**config.mk**
```make
export PLATFORM = sky130hd
export DESIGN_NAME = mph_cmp
export DESIGN_NICKNAME = d
export VERILOG_FILES = /design/src/rtl/mph_pkg.sv /design/src/rtl/mph_cmp.sv
export SDC_FILE = /design/constraint.sdc
export NUM_CORES = 1
export LEC_CHECK = 0
export BUFFER_PORTS_ARGS = -buffer_cell sky130_fd_sc_hd__buf_2
export CORE_MARGIN = 2
export CORE_UTILIZATION = 52
export DETAILED_ROUTE_END_ITERATION = 6
export GPL_ROUTABILITY_DRIVEN = 0
export PLACE_DENSITY = 0.95
export SYNTH_ARGS = -nofsm -noshare
export SYNTH_HDL_FRONTEND = slang
export SYNTH_SLANG_ARGS = --single-unit
```
**constraint.sdc**
```tcl
create_clock -name vclk -period 7.97
set_input_delay 1.594 -clock vclk [all_inputs]
set_output_delay 1.594 -clock vclk [all_outputs]
set_load 0.05 [all_outputs]
```
**src/rtl/mph_pkg.sv**
```systemverilog
// Shared constants, codes and handshake payload types of the min-heap priority queue.
package mph_pkg;

    // Fixed channel field widths
    localparam int FUNC_W     = 2;
    localparam int IN_PRIO_W  = 16;
    localparam int IN_TASK_W  = 8;
    localparam int POS_W      = 8;
    localparam int STATUS_W   = 2;
    localparam int OUT_PRIO_W = 16;
    localparam int OUT_TASK_W = 8;

    // Default sizing
    localparam int DEF_CAPACITY  = 256;
    localparam int DEF_PRIO_BITS = 16;
    localparam int DEF_TASK_BITS = 8;

    // Operation codes
    localparam logic [FUNC_W-1:0] FN_PUSH = 2'd0;
    localparam logic [FUNC_W-1:0] FN_POP  = 2'd1;
    localparam logic [FUNC_W-1:0] FN_CHG  = 2'd2;

    // Result status codes
    localparam logic [STATUS_W-1:0] ST_OK    = 2'd0;
    localparam logic [STATUS_W-1:0] ST_FULL  = 2'd1;
    localparam logic [STATUS_W-1:0] ST_EMPTY = 2'd2;
    localparam logic [STATUS_W-1:0] ST_RANGE = 2'd3;

    // Comparator operand selects (each picks a strict less-than)
    localparam int CMP_SEL_W = 2;
    localparam logic [CMP_SEL_W-1:0] CMP_E_RD = 2'd0;  // moving entry < read entry
    localparam logic [CMP_SEL_W-1:0] CMP_RD_C = 2'd1;  // read entry < chosen child
    localparam logic [CMP_SEL_W-1:0] CMP_C_E  = 2'd2;  // chosen child < moving entry
    localparam logic [CMP_SEL_W-1:0] CMP_RD_E = 2'd3;  // read entry < moving entry

    // One operation as accepted from the input channel
    typedef struct packed {
        logic [FUNC_W-1:0]    func;
        logic [IN_PRIO_W-1:0] prio_in;
        logic [IN_TASK_W-1:0] task_in;
        logic [POS_W-1:0]     position;
    } t_cmd;

    // One result as handed to the output channel
    typedef struct packed {
        logic [STATUS_W-1:0]   status;
        logic [OUT_PRIO_W-1:0] prio_out;
        logic [OUT_TASK_W-1:0] task_out;
    } t_rsp;

endpackage

```
**src/rtl/mph_cmp.sv**
```systemverilog
// Shared priority comparator: picks an operand pair and gives a strict less-than.
module mph_cmp #(
    parameter int PRIO_BITS = 16
) (
    input  logic [mph_pkg::CMP_SEL_W-1:0] i_sel,
    input  logic [PRIO_BITS-1:0]          i_e_prio,
    input  logic [PRIO_BITS-1:0]          i_c_prio,
    input  logic [PRIO_BITS-1:0]          i_rd_prio,
    output logic                          o_lt
);
    import mph_pkg::*;

    logic [PRIO_BITS-1:0] w_a;
    logic [PRIO_BITS-1:0] w_b;

    // operand routing
    always_comb begin
        case (i_sel)
            CMP_E_RD: begin
                w_a = i_e_prio;
                w_b = i_rd_prio;
            end
            CMP_RD_C: begin
                w_a = i_rd_prio;
                w_b = i_c_prio;
            end
            CMP_C_E: begin
                w_a = i_c_prio;
                w_b = i_e_prio;
            end
            CMP_RD_E: begin
                w_a = i_rd_prio;
                w_b = i_e_prio;
            end
            default: begin
                w_a = i_e_prio;
                w_b = i_rd_prio;
            end
        endcase
    end

    assign o_lt = (w_a < w_b);
endmodule

```
==> results.md <==
* Share of synthesized cell area in full adder, half adder and majority cells at 19.08%
* Antenna violations before repair at 0
* Cell breakdown of the critical path: buf_2, mux2i_1, nor2_1, a21oi_1, ha_1, a211oi_1, nor2_1, nor3_2, a211oi_2, a2111oi_2, buf_2
* Nets@finish at 249
* Site row count at 15
* GRT Resource Usage Total at 20.62%
* Maximum single-stage delay on the critical path at 0.65 ns
* Slowest stage cell on the critical path: sky130_fd_sc_hd__buf_2
* Number of search-and-repair iterations in the first detailed-routing pass at 4
* Main combinational cell family by area after synthesis: multiplexers
* Number of inserted diodes at 0
* Quantity of gates resized following cts at 0
* Flip-flop and latch count at 0
* Startpoint of the most critical hold path: i_rd_prio[15]
* Sequential standard cell area at 0 um^2
* Clkbuf count at 0
* Highest Clock Rate at 0.1709 GHz
* Type of the worst min-delay path: input port to output pin
* Number of port buffers at 51
* Power density relative to cell area at 63.73 mW/mm^2
* Setup violations, final at 0
* Postcts setup bufs at 0
* Post-route clock period utilization at 73.40%
* Reported max-cap violation count at 0
* Number of slew-limit violations in the final report at 0
* Die height at 47.49 um
* Status: complete, no violations
* Worst hold-check slack at 3.800 ns
* Largest net degree at the start of global routing at 49
* Mapped Nets at 206
* Initial Utilization at 56.34%
* Final-report hold violation count at 0
* Final routed DRC violation total at 0
* Leakage at 0.6426 nW
* Wire length of the first global-routing pass at 3574 um
* Least-Margin Pin Slew at 0.8805 ns
* Total congestion overflow after global routing at 0
* Final core utilization at 69.68%
* Worst rel slew slack at 41.30%
* DP HPWL at 1902 um
* Placeable Area at 0.001745 mm^2
* Synthesized area per cell at 6.975 um^2
* Worst hold path endpoint: o_lt
* Violation count after the first detailed-routing iteration at 9
* Fraction of the mapped netlist area in compound gates at 26.08%
* Multiplexer fraction of the synthesized cell area at 31.55%
* Detail-routed via count per cell at 5.585
* Quantity of hold-fixing buffers added after cts at 0
* Vias in the first global route at 978
* Hold path cells at 6
* Startpoint-to-endpoint class of the critical path: input port to output pin
* Largest driver fanout on the critical path at 48
* Post-Synthesis Cells at 141
* Post-detailed-route count of antenna-violating nets at 0
* Sequential area share after synthesis at 0%
* Peak supply drop at 0.00005083 V
* Fraction of synthesized cell area in xor and xnor cells at 0%
* CP Data Required Time at 6.38 ns
* Die Wd at 47.49 um
* Arrival time at the worst endpoint at 4.26 ns
* Nature of the critical path startpoint: input port
* Final Critical Period at 5.850 ns
* Area Overhead vs Synth at 23.66%
* Synthesized-area fraction occupied by and/or/nand/nor cells at 17.43%
* Die ar. at 0.002255 mm^2
* Routed vias at 1156
* Total Negative Setup Slacks at 0 ns
* Share of cells above drive strength 1 at 29.67%
* Drt total wl at 2288 um
* Unrepaired setup endpoints after global routing: false
* Number of unique standard cell types used by synthesis at 25
* Endpoint class of the critical path: output pin
* Yosys warning total at 0
* Netlist Area Pre-Place at 983.4 um^2
* Final routed wire length divided by cell count at 11.05 um
* Ports at 51
==> kinds of logic after synthesis <==
logic type,Yosys count
AOI/OAI and AO/OA,44
buffers and inverters,11
and+or+nand+nor,40
adders and majority gates,15
muxes,31
==> how the worst max path moves through the flow <==
stage	start	to	cells after the start
floorplan	i_sel[0]	o_lt	11
global placement	i_sel[0]	o_lt	11
detailed placement	i_sel[1]	o_lt	10
CTS	i_sel[1]	o_lt	10
global route	i_sel[1]	o_lt	10
finish	i_sel[0]	o_lt	11
==> power breakdown <==
| group | switching, mW | leakage, nW | internal [mW] |
|---|---|---|---|
| Sequential | 0 | 0 | 0 |
| Combinational | 0.0418 | 0.643 | 0.0357 |
| Clock | 0 | 0 | 0 |
| Total | 0.0418 | 0.643 | 0.0357 |
==> stage by stage <==
step / cell area, um^2 / cells / setup slack (ns) / total power [mW]
final: 1216 / 207 / 2.120 / 0.07751
after floorplan: 983.4 / 141 / 2.170 / 0.05343
after detailed placement: 1216 / 207 / 2.130 / 0.07720
after CTS: 1216 / 207 / 2.126 / 0.07767
after global routing: 1216 / 207 / 1.920 / 0.08766
after global placement: 1216 / 207 / 2.235 / 0.07259
==> Yosys cell counts, types with 2 or more instances <==
| cell | count | share of area, % |
|---|---|---|
| sky130_fd_sc_hd__a211oi_1 | 2 | 1.5 |
| sky130_fd_sc_hd__ha_1 | 15 | 19 |
| sky130_fd_sc_hd__a31oi_1 | 2 | 1.3 |
| sky130_fd_sc_hd__a21oi_1 | 17 | 8.7 |
| sky130_fd_sc_hd__clkbuf_1 | 3 | 1.1 |
| sky130_fd_sc_hd__nand2_1 | 16 | 6.1 |
| sky130_fd_sc_hd__nor2_1 | 16 | 6.1 |
| sky130_fd_sc_hd__nand4_1 | 3 | 1.9 |
| sky130_fd_sc_hd__mux2i_1 | 31 | 32 |
| sky130_fd_sc_hd__o21ai_0 | 16 | 8.1 |
| sky130_fd_sc_hd__buf_2 | 4 | 2.0 |
| sky130_fd_sc_hd__nand3_1 | 3 | 1.5 |
==> per-layer routing <==
metal / track usage (%) / part of all wire, % / vias to the layer above
met5: 0 / 0 / -
met1: 24.04 / 42 / 494
met3: 0.7547 / 5.8 / 4
met4: 2.778 / 1.4 / 0
li1: - / - / 613
met2: 41.62 / 51 / 45
==> layout by cell type (no fill, tap or decap), drive strengths merged <==
cell type	netlist	final
buf	7	51
mux2i	31	31
a21oi	17	17
o21ai	17	17
nand2	16	16
nor2	16	16
ha	15	15
nand4	3	3
nand3	3	3
a211oi	3	3
a31oi	2	2
inv	1	1
nor3b	1	1
a311oi	1	1
nor3	1	1
a21o	1	1
o21a	1	1
o211ai	1	1
a2111oi	1	1
==> worst max-delay path, delay by kind of cell <==
family,cells,cell delay (ns)
multiplexers,1,0.26
AO/OA/AOI/OAI,4,0.82
buffers and inverters,2,0.98
adder cells (fa/ha/maj),1,0.26
AND/OR/NAND/NOR,3,0.32
==> cell type report <==
type                       count  area [um^2]
tap                           25        31.28
timing repair buffer          51        255.2
multi-input combinational    130        925.9
inverter                       1        3.754
fill                         159        529.3
Power figures use the tool's default switching activity.
