==> src/rtl/mph_pkg.sv <==
// Shared constants, codes and handshake payload types of the min-heap priority queue.
package mph_pkg;

    // Fixed channel field widths
    localparam int FUNC_W     = 2;
    localparam int IN_PRIO_W  = 16;
    localparam int IN_TASK_W  = 8;
    localparam int POS_W      = 8;
    localparam int STATUS_W   = 2;
    localparam int OUT_PRIO_W = 16;
    localparam int OUT_TASK_W = 8;

    // Default sizing
    localparam int DEF_CAPACITY  = 256;
    localparam int DEF_PRIO_BITS = 16;
    localparam int DEF_TASK_BITS = 8;

    // Operation codes
    localparam logic [FUNC_W-1:0] FN_PUSH = 2'd0;
    localparam logic [FUNC_W-1:0] FN_POP  = 2'd1;
    localparam logic [FUNC_W-1:0] FN_CHG  = 2'd2;

    // Result status codes
    localparam logic [STATUS_W-1:0] ST_OK    = 2'd0;
    localparam logic [STATUS_W-1:0] ST_FULL  = 2'd1;
    localparam logic [STATUS_W-1:0] ST_EMPTY = 2'd2;
    localparam logic [STATUS_W-1:0] ST_RANGE = 2'd3;

    // Comparator operand selects (each picks a strict less-than)
    localparam int CMP_SEL_W = 2;
    localparam logic [CMP_SEL_W-1:0] CMP_E_RD = 2'd0;  // moving entry < read entry
    localparam logic [CMP_SEL_W-1:0] CMP_RD_C = 2'd1;  // read entry < chosen child
    localparam logic [CMP_SEL_W-1:0] CMP_C_E  = 2'd2;  // chosen child < moving entry
    localparam logic [CMP_SEL_W-1:0] CMP_RD_E = 2'd3;  // read entry < moving entry

    // One operation as accepted from the input channel
    typedef struct packed {
        logic [FUNC_W-1:0]    func;
        logic [IN_PRIO_W-1:0] prio_in;
        logic [IN_TASK_W-1:0] task_in;
        logic [POS_W-1:0]     position;
    } t_cmd;

    // One result as handed to the output channel
    typedef struct packed {
        logic [STATUS_W-1:0]   status;
        logic [OUT_PRIO_W-1:0] prio_out;
        logic [OUT_TASK_W-1:0] task_out;
    } t_rsp;

endpackage

==> src/rtl/mph_ctrl.sv <==
// Heap sequencer: runs push, pop and change one level at a time over the shared RAM port.
module mph_ctrl #(
    parameter int CAPACITY  = 256,
    parameter int PRIO_BITS = 16,
    parameter int TASK_BITS = 8,
    parameter int IDX_W     = 8,
    parameter int CNT_W     = 9
) (
    input  logic                          i_clk,
    input  logic                          i_rst_n,
    input  logic                          i_start,
    input  mph_pkg::t_cmd                 i_cmd,
    input  logic                          i_ack,
    output logic                          o_idle,
    output logic                          o_done,
    output mph_pkg::t_rsp                 o_rsp,
    // heap RAM
    output logic                          o_we,
    output logic [IDX_W-1:0]              o_waddr,
    output logic [PRIO_BITS+TASK_BITS-1:0] o_wdata,
    output logic                          o_re,
    output logic [IDX_W-1:0]              o_raddr,
    input  logic [PRIO_BITS+TASK_BITS-1:0] i_rdata,
    // shared comparator
    output logic [mph_pkg::CMP_SEL_W-1:0] o_cmp_sel,
    output logic [PRIO_BITS-1:0]          o_e_prio,
    output logic [PRIO_BITS-1:0]          o_c_prio,
    output logic [PRIO_BITS-1:0]          o_rd_prio,
    input  logic                          i_lt
);
    import mph_pkg::*;

    localparam int ENT_W = PRIO_BITS + TASK_BITS;
    localparam int KID_W = IDX_W + 2;
    localparam int CMP_W = (CNT_W > POS_W) ? CNT_W : POS_W;

    localparam logic [3:0] S_IDLE     = 4'd0;
    localparam logic [3:0] S_UP       = 4'd1;
    localparam logic [3:0] S_UP_CMP   = 4'd2;
    localparam logic [3:0] S_POP_ROOT = 4'd3;
    localparam logic [3:0] S_POP_LAST = 4'd4;
    localparam logic [3:0] S_CHG_RD   = 4'd5;
    localparam logic [3:0] S_DN       = 4'd6;
    localparam logic [3:0] S_DN_L     = 4'd7;
    localparam logic [3:0] S_DN_R     = 4'd8;
    localparam logic [3:0] S_DN_CMP   = 4'd9;
    localparam logic [3:0] S_DONE     = 4'd10;

    logic [3:0]            r_state, n_state;
    logic [CNT_W-1:0]      r_count, n_count;
    logic [IDX_W-1:0]      r_hole, n_hole;
    logic [IDX_W-1:0]      r_c_idx, n_c_idx;
    logic [PRIO_BITS-1:0]  r_e_prio, n_e_prio;
    logic [TASK_BITS-1:0]  r_e_task, n_e_task;
    logic [PRIO_BITS-1:0]  r_c_prio, n_c_prio;
    logic [TASK_BITS-1:0]  r_c_task, n_c_task;
    logic [STATUS_W-1:0]   r_status, n_status;
    logic [OUT_PRIO_W-1:0] r_pout, n_pout;
    logic [OUT_TASK_W-1:0] r_tout, n_tout;

    logic [PRIO_BITS-1:0]  w_rd_prio;
    logic [TASK_BITS-1:0]  w_rd_task;
    logic [KID_W-1:0]      w_kid_l;
    logic [KID_W-1:0]      w_kid_r;
    logic [KID_W-1:0]      w_cnt_k;

    assign w_rd_prio = i_rdata[ENT_W-1:TASK_BITS];
    assign w_rd_task = i_rdata[TASK_BITS-1:0];
    // children of the hole: 2h+1 and 2h+2
    assign w_kid_l   = {1'b0, r_hole, 1'b1};
    assign w_kid_r   = {1'b0, r_hole, 1'b0} + KID_W'(2);
    assign w_cnt_k   = KID_W'(r_count);

    assign o_e_prio  = r_e_prio;
    assign o_c_prio  = r_c_prio;
    assign o_rd_prio = w_rd_prio;

    assign o_idle = (r_state == S_IDLE);
    assign o_done = (r_state == S_DONE);
    assign o_rsp  = '{status: r_status, prio_out: r_pout, task_out: r_tout};

    // sequencer
    always_comb begin
        n_state   = r_state;
        n_count   = r_count;
        n_hole    = r_hole;
        n_c_idx   = r_c_idx;
        n_e_prio  = r_e_prio;
        n_e_task  = r_e_task;
        n_c_prio  = r_c_prio;
        n_c_task  = r_c_task;
        n_status  = r_status;
        n_pout    = r_pout;
        n_tout    = r_tout;
        o_we      = 1'b0;
        o_waddr   = r_hole;
        o_wdata   = {r_e_prio, r_e_task};
        o_re      = 1'b0;
        o_raddr   = r_hole;
        o_cmp_sel = CMP_E_RD;

        case (r_state)
            S_IDLE: begin
                if (i_start) begin
                    n_status = ST_OK;
                    n_pout   = '0;
                    n_tout   = '0;
                    n_e_prio = PRIO_BITS'(i_cmd.prio_in);
                    n_e_task = TASK_BITS'(i_cmd.task_in);
                    n_state  = S_DONE;
                    case (i_cmd.func)
                        FN_PUSH: begin
                            if (r_count == CNT_W'(CAPACITY)) begin
                                n_status = ST_FULL;
                            end else begin
                                n_hole  = IDX_W'(r_count);
                                n_count = r_count + CNT_W'(1);
                                n_state = S_UP;
                            end
                        end
                        FN_POP: begin
                            if (r_count == '0) begin
                                n_status = ST_EMPTY;
                            end else begin
                                o_re    = 1'b1;
                                o_raddr = '0;
                                n_state = S_POP_ROOT;
                            end
                        end
                        FN_CHG: begin
                            if (CMP_W'(i_cmd.position) >= CMP_W'(r_count)) begin
                                n_status = ST_RANGE;
                            end else begin
                                o_re    = 1'b1;
                                o_raddr = IDX_W'(i_cmd.position);
                                n_hole  = IDX_W'(i_cmd.position);
                                n_state = S_CHG_RD;
                            end
                        end
                        default: begin
                            n_state = S_DONE;
                        end
                    endcase
                end
            end

            // sift up: fetch parent of the hole
            S_UP: begin
                if (r_hole == '0) begin
                    o_we    = 1'b1;
                    n_state = S_DONE;
                end else begin
                    o_re    = 1'b1;
                    o_raddr = (r_hole - IDX_W'(1)) >> 1;
                    n_c_idx = (r_hole - IDX_W'(1)) >> 1;
                    n_state = S_UP_CMP;
                end
            end

            // parent moves down into the hole while the entry is strictly smaller
            S_UP_CMP: begin
                o_cmp_sel = CMP_E_RD;
                o_we      = 1'b1;
                if (i_lt) begin
                    o_wdata = i_rdata;
                    n_hole  = r_c_idx;
                    n_state = S_UP;
                end else begin
                    n_state = S_DONE;
                end
            end

            // root arrives; fetch the last entry
            S_POP_ROOT: begin
                n_pout  = OUT_PRIO_W'(w_rd_prio);
                n_tout  = OUT_TASK_W'(w_rd_task);
                o_re    = 1'b1;
                o_raddr = IDX_W'(r_count - CNT_W'(1));
                n_state = S_POP_LAST;
            end

            S_POP_LAST: begin
                n_e_prio = w_rd_prio;
                n_e_task = w_rd_task;
                n_count  = r_count - CNT_W'(1);
                n_hole   = '0;
                n_state  = (r_count == CNT_W'(1)) ? S_DONE : S_DN;
            end

            // old entry arrives; direction from old vs new priority
            S_CHG_RD: begin
                o_cmp_sel = CMP_RD_E;
                n_e_task  = w_rd_task;
                n_state   = i_lt ? S_DN : S_UP;
            end

            // sift down: fetch left child if present
            S_DN: begin
                if (w_kid_l >= w_cnt_k) begin
                    o_we    = 1'b1;
                    n_state = S_DONE;
                end else begin
                    o_re    = 1'b1;
                    o_raddr = IDX_W'(w_kid_l);
                    n_c_idx = IDX_W'(w_kid_l);
                    n_state = S_DN_L;
                end
            end

            // left child taken as the candidate; fetch right if present
            S_DN_L: begin
                n_c_prio = w_rd_prio;
                n_c_task = w_rd_task;
                if (w_kid_r < w_cnt_k) begin
                    o_re    = 1'b1;
                    o_raddr = IDX_W'(w_kid_r);
                    n_state = S_DN_R;
                end else begin
                    n_state = S_DN_CMP;
                end
            end

            // right wins only when strictly smaller
            S_DN_R: begin
                o_cmp_sel = CMP_RD_C;
                if (i_lt) begin
                    n_c_prio = w_rd_prio;
                    n_c_task = w_rd_task;
                    n_c_idx  = r_c_idx + IDX_W'(1);
                end
                n_state = S_DN_CMP;
            end

            // child moves up while it is strictly smaller than the entry
            S_DN_CMP: begin
                o_cmp_sel = CMP_C_E;
                o_we      = 1'b1;
                if (i_lt) begin
                    o_wdata = {r_c_prio, r_c_task};
                    n_hole  = r_c_idx;
                    n_state = S_DN;
                end else begin
                    n_state = S_DONE;
                end
            end

            S_DONE: begin
                if (i_ack) begin
                    n_state = S_IDLE;
                end
            end

            default: begin
                n_state = S_IDLE;
            end
        endcase
    end

    // control state
    always_ff @(posedge i_clk) begin
        if (!i_rst_n) begin
            r_state <= S_IDLE;
            r_count <= '0;
        end else begin
            r_state <= n_state;
            r_count <= n_count;
        end
    end

    // datapath registers
    always_ff @(posedge i_clk) begin
        r_hole   <= n_hole;
        r_c_idx  <= n_c_idx;
        r_e_prio <= n_e_prio;
        r_e_task <= n_e_task;
        r_c_prio <= n_c_prio;
        r_c_task <= n_c_task;
        r_status <= n_status;
        r_pout   <= n_pout;
        r_tout   <= n_tout;
    end
endmodule

==> config.mk <==
export PLATFORM = sky130hd
export DESIGN_NAME = mph_ctrl
export DESIGN_NICKNAME = d
export VERILOG_FILES = /design/src/rtl/mph_pkg.sv /design/src/rtl/mph_ctrl.sv
export SDC_FILE = /design/constraint.sdc
export NUM_CORES = 1
export LEC_CHECK = 0
export BUFFER_PORTS_ARGS = -buffer_cell sky130_fd_sc_hd__buf_2
export CAP_MARGIN = 20
export CORE_UTILIZATION = 55
export CTS_BUF_LIST = sky130_fd_sc_hd__clkbuf_8
export DETAILED_ROUTE_END_ITERATION = 10
export GPL_TIMING_DRIVEN = 0
export PLACE_DENSITY = 0.83
export SYNTH_ARGS = -nofsm -noshare
export SYNTH_HDL_FRONTEND = slang
export SYNTH_SLANG_ARGS = --single-unit
==> constraint.sdc <==
create_clock -name i_clk -period 5.3 [get_ports i_clk]
set_input_delay 1.06 -clock i_clk [delete_from_list [all_inputs] [get_ports i_clk]]
set_output_delay 1.06 -clock i_clk [all_outputs]
set_load 0.05 [all_outputs]
==> run summary <==
Pin placement for this block handled 183 I/O pins. In this run the worst path has a maximum fanout of 10. Timing would allow up to 0.197 GHz. The max-slew headroom at the worst pin came out at 38.0%. STA classifies the critical path endpoint as a primary output.

The run gives 0.0131 ns as the setup skew after layout. Detailed placement finished with a half-perimeter wire length of 16600 um. Fill cells in the final layout number 1001.

Including well taps, the total number of placed cells is 1088. The initialized floorplan defines 40 standard-cell rows. After the first detailed-routing iteration, the DRC count stood at 739.

The tools report the first-pass GRT wire length as 33200 um. The number of nets still failing antenna checks after routing was 0; the first-pass detailed-route iteration total was 7. Clock tree synthesis selected as its root buffer the cell clkbuf_8. On the critical path, the stage with the largest delay is an instance of edfxtp_1. Registers take 0.00296 mm^2. The startpoint identified for the worst register-to-register timing path is r_state[2]. Final design area excluding fillers: 0.00838 mm^2.

Buffers inserted during clock tree synthesis total 9. Worst min-delay path category: reg2reg. Power spread over the standard cell area amounts to 691 mW/mm^2.

Routability-driven placement finished with a final weighted congestion of 0.987. For this run the aggregate overflow at the end of global routing stands at 0. In this design, the critical path's most frequently occurring cell is a221o_1. For this design the static power due to leakage is 3.50 nW. The most instantiated flip-flop cell in the synthesis netlist was edfxtp_1. Synthesis instantiated 65 different standard cells from the library. Summed over all failing endpoints, the final setup total negative slack is 0 ns.

Port buffering added 182 buffers. The area of the mapped netlist is 0.00688 mm^2. For this run, the number of Yosys warnings is 0. Entering global routing, the biggest net connects 25 pins. The relative area change from synthesis to final layout was 21.8%. The final-stage net count was 1039; the die extent in y was 114 um. Cells fill 69.2% of the core in the end. The met2 track demand over resource came out at 57.8%.

The share of synthesized area in the top cell type comes to 39.3%. The most common cell in the synthesized netlist was nand2_1. The via count of the first global-routing pass was 6236.

The via count normalized by instance count works out to 6.09. Ranked by total cell area, the synthesized netlist is headed by edfxtp_1 (39%), ha_1 (6.4%), nand2_1 (5.8%), dfxtp_1 (3.8%), o21ai_0 (3.3%). The tools report the arrival time at the worst endpoint as 4.02 ns. The launch point of the worst path was o_waddr[5]. Averaged over all synthesized cells, the footprint is 9.35 um^2.

The library cell with the largest summed area after synthesis is edfxtp_1. After clock tree synthesis, the clock-pin slew on the worst setup and hold paths is 0.10 ns. The required time at the endpoint of the critical path is 4.24 ns, and the effective utilization at floorplan is 56.8%. The routed design has 22100 um of wire. Hold violation total from the final report: 0. The critical path is of the reg2out type. The minimum setup slack among reg-to-reg paths was 1.47 ns; the max-slew violation total from the final report was 0. For the DRC violation count after routing, the log shows 0.

The critical path goes through clkbuf_1 > nand3_1 > xnor2_1 > ha_1 > and3_1 > a221o_1 > o21bai_1 > nor3_4 > a221o_1 > a211o_1 > a22o_1 > buf_2. The setup violation total in the final timing report is 0, and the overall routing resource usage is 33.7%. The clock tree synthesis step divided the H-tree into 3 levels. Across the run, the number of max-cap violations was 0. Synthesis produced a netlist whose cell count is 736.

In this run, synthesis produced a sequential element count of 103. Counting cells, the worst reg-to-reg path comes to 8. Share of the clock period used by the worst path: 95.8%. Summing all placed instances gives a cell area of 0.00801 mm^2. The tools report the launching element type of the critical path as a register.

TritonCTS built the clock tree. The post-synthesis net count came out at 834. The post-layout instance count excluding filler cells came out at 1114.

Summing the sequential cell areas from Yosys gives 43.1% of the chip area. At the pin with the least slew margin, the transition time is 0.926 ns. The worst-case IR drop observed on VDD is 783 uV.

The clock passes through at most 2 buffers. The tools report the destination of the worst register-to-register timing path as o_waddr[0]. The clock period could shrink to 5.08 ns. The clock net in this run drives a total of 103 sinks. Global routing used 5.26% of the available met3 tracks.

The diode insertion count for antenna repair is 0, and the average routed wire per standard cell is 19.9 um. The worst slack on hold paths is 0.555 ns. Global routing's busiest layer: met2. The tools report the full die area as 0.0130 mm^2. Number of enable-type register cells in the synthesized netlist: 90. The multi-input combinational cell area is 0.00353 mm^2, and the worst stage delay on the critical path is 0.60 ns. For this run, asynchronously set or reset flops after synthesis account for 0%. The floorplan step defined a core boundary enclosing 0.0121 mm^2. The post-route netlist has 27.8% of its cells at a drive strength greater than 1. The chip width was 114 um; the count of vias placed by the detailed router was 6780. The capture point of the critical path was o_raddr[5].

By count the netlist is led by nand2_1 (106), edfxtp_1 (90), o21ai_0 (46). Global routing consumed, on the met1 layer, 43.1% of the routing resources. The clock reaches the later pin of the worst-skew pair after 0.38 ns. The flow ran to the end, and the final reports show no timing, DRC or antenna violations. The number of antenna violations at the first check in global routing is 0.
stage by stage:
stage	total power, mW	worst slack (ns)
2_1_floorplan	4.13	0.299
3_3_place_gp	5.03	-0.0607
3_5_place_dp	5.07	0.00503
4_1_cts	5.64	0.0154
5_1_grt	6.05	-0.0000697
6_report	5.79	0.220
flip-flops by register name (all words and copies together), names as in the netlist:
| name | flops |
|---|---|
| r_status | 2 |
| o_e_prio | 16 |
| r_tout | 8 |
| r_c_task | 8 |
| o_waddr | 8 |
| r_c_idx | 8 |
| r_state | 4 |
| r_e_task | 8 |
| r_count | 9 |
| o_c_prio | 16 |
| r_pout | 16 |
layout by cell type (no fill, tap or decap), types with 5 or more instances in the layout:
cell type and count:
clkbuf_8 9, nand4_1 7, o22ai_1 7, a22oi_1 28, a221oi_1 5, ha_1 35
a21oi_1 32, edfxtp_1 90, dfxtp_1 13, a22o_1 10, nor2_1 40, and3_1 6
nor3_1 18, buf_2 189, o211ai_1 7, clkbuf_1 37, xnor2_1 22, inv_1 24
nor2b_1 7, a31oi_1 5, nor3b_1 5, nand2b_1 10, buf_4 26, nand3_1 21
mux2_2 11, nand2_1 106, xor2_1 5, or3_1 6, o21ai_0 45, mux2i_1 8
and2_1 30
area by class of cell:
cell class                      count  area share (%)
Multi-Input combinational cell    544            42.1
Sequential cell                   103            35.4
Timing Repair Buffer              195            12.5
Buffer                             65            3.90
Tap cell                          168            2.51
Clock buffer                        9            1.48
Clock inverter                      7            1.14
Inverter                           23            1.03
worst min path at each step:
stage / start / to / slack, ns / cells after the start
floorplan: r_count[8] / r_count[8] / 0.49 / 2
global placement: r_count[8] / r_count[8] / 0.52 / 2
detailed placement: r_count[8] / r_count[8] / 0.53 / 2
CTS: r_count[8] / r_count[8] / 0.56 / 2
global route: r_count[8] / r_count[8] / 0.58 / 2
finish: r_count[8] / r_count[8] / 0.56 / 2
power by group:
part / leakage, nW / internal [mW] / switching, mW / total (mW)
Clock: 0.111 / 0.268 / 0.292 / 0.561
Sequential: 0.961 / 1.25 / 0.178 / 1.42
Combinational: 2.43 / 1.03 / 2.77 / 3.80
Total: 3.50 / 2.55 / 3.24 / 5.79
layer usage:
metal  routed length [um]  vias to the layer above
met1                 8610                     3199
met3                 2040                       54
met2                10700                      431
met4                  734                        0
met5                    0                        -
li1                     -                     3096
cell families after synthesis:
logic type                 count (synthesis)  share of synthesized area [%]
and+or+nand+nor                          272                           19.2
AOI/OAI and AO/OA                        191                           19.0
DFF                                      103                           43.1
buffers and inverters                     89                           5.93
adders and majority gates                 35                           6.37
xor gates and xnor gates                  27                           3.44
muxes                                     19                           2.96
critical path, delay by kind of cell (launching register included):
kind,cells,cell delay (ns)
adders and majority gates,1,0.29
and+or+nand+nor,3,0.71
DFF,1,0.60
buffers and inverters,2,0.72
AOI/OAI and AO/OA,5,1.13
xor gates and xnor gates,1,0.18
timing repair:
item | CTS | global route
setup endpoints to repair | 8 | 9
buffers inserted | 0 | 9
hold buffers | 0 | 0
gates resized for setup | 4 | 11
pin swaps | 0 | 1
Note: power is estimated with default switching activity, not from simulation.
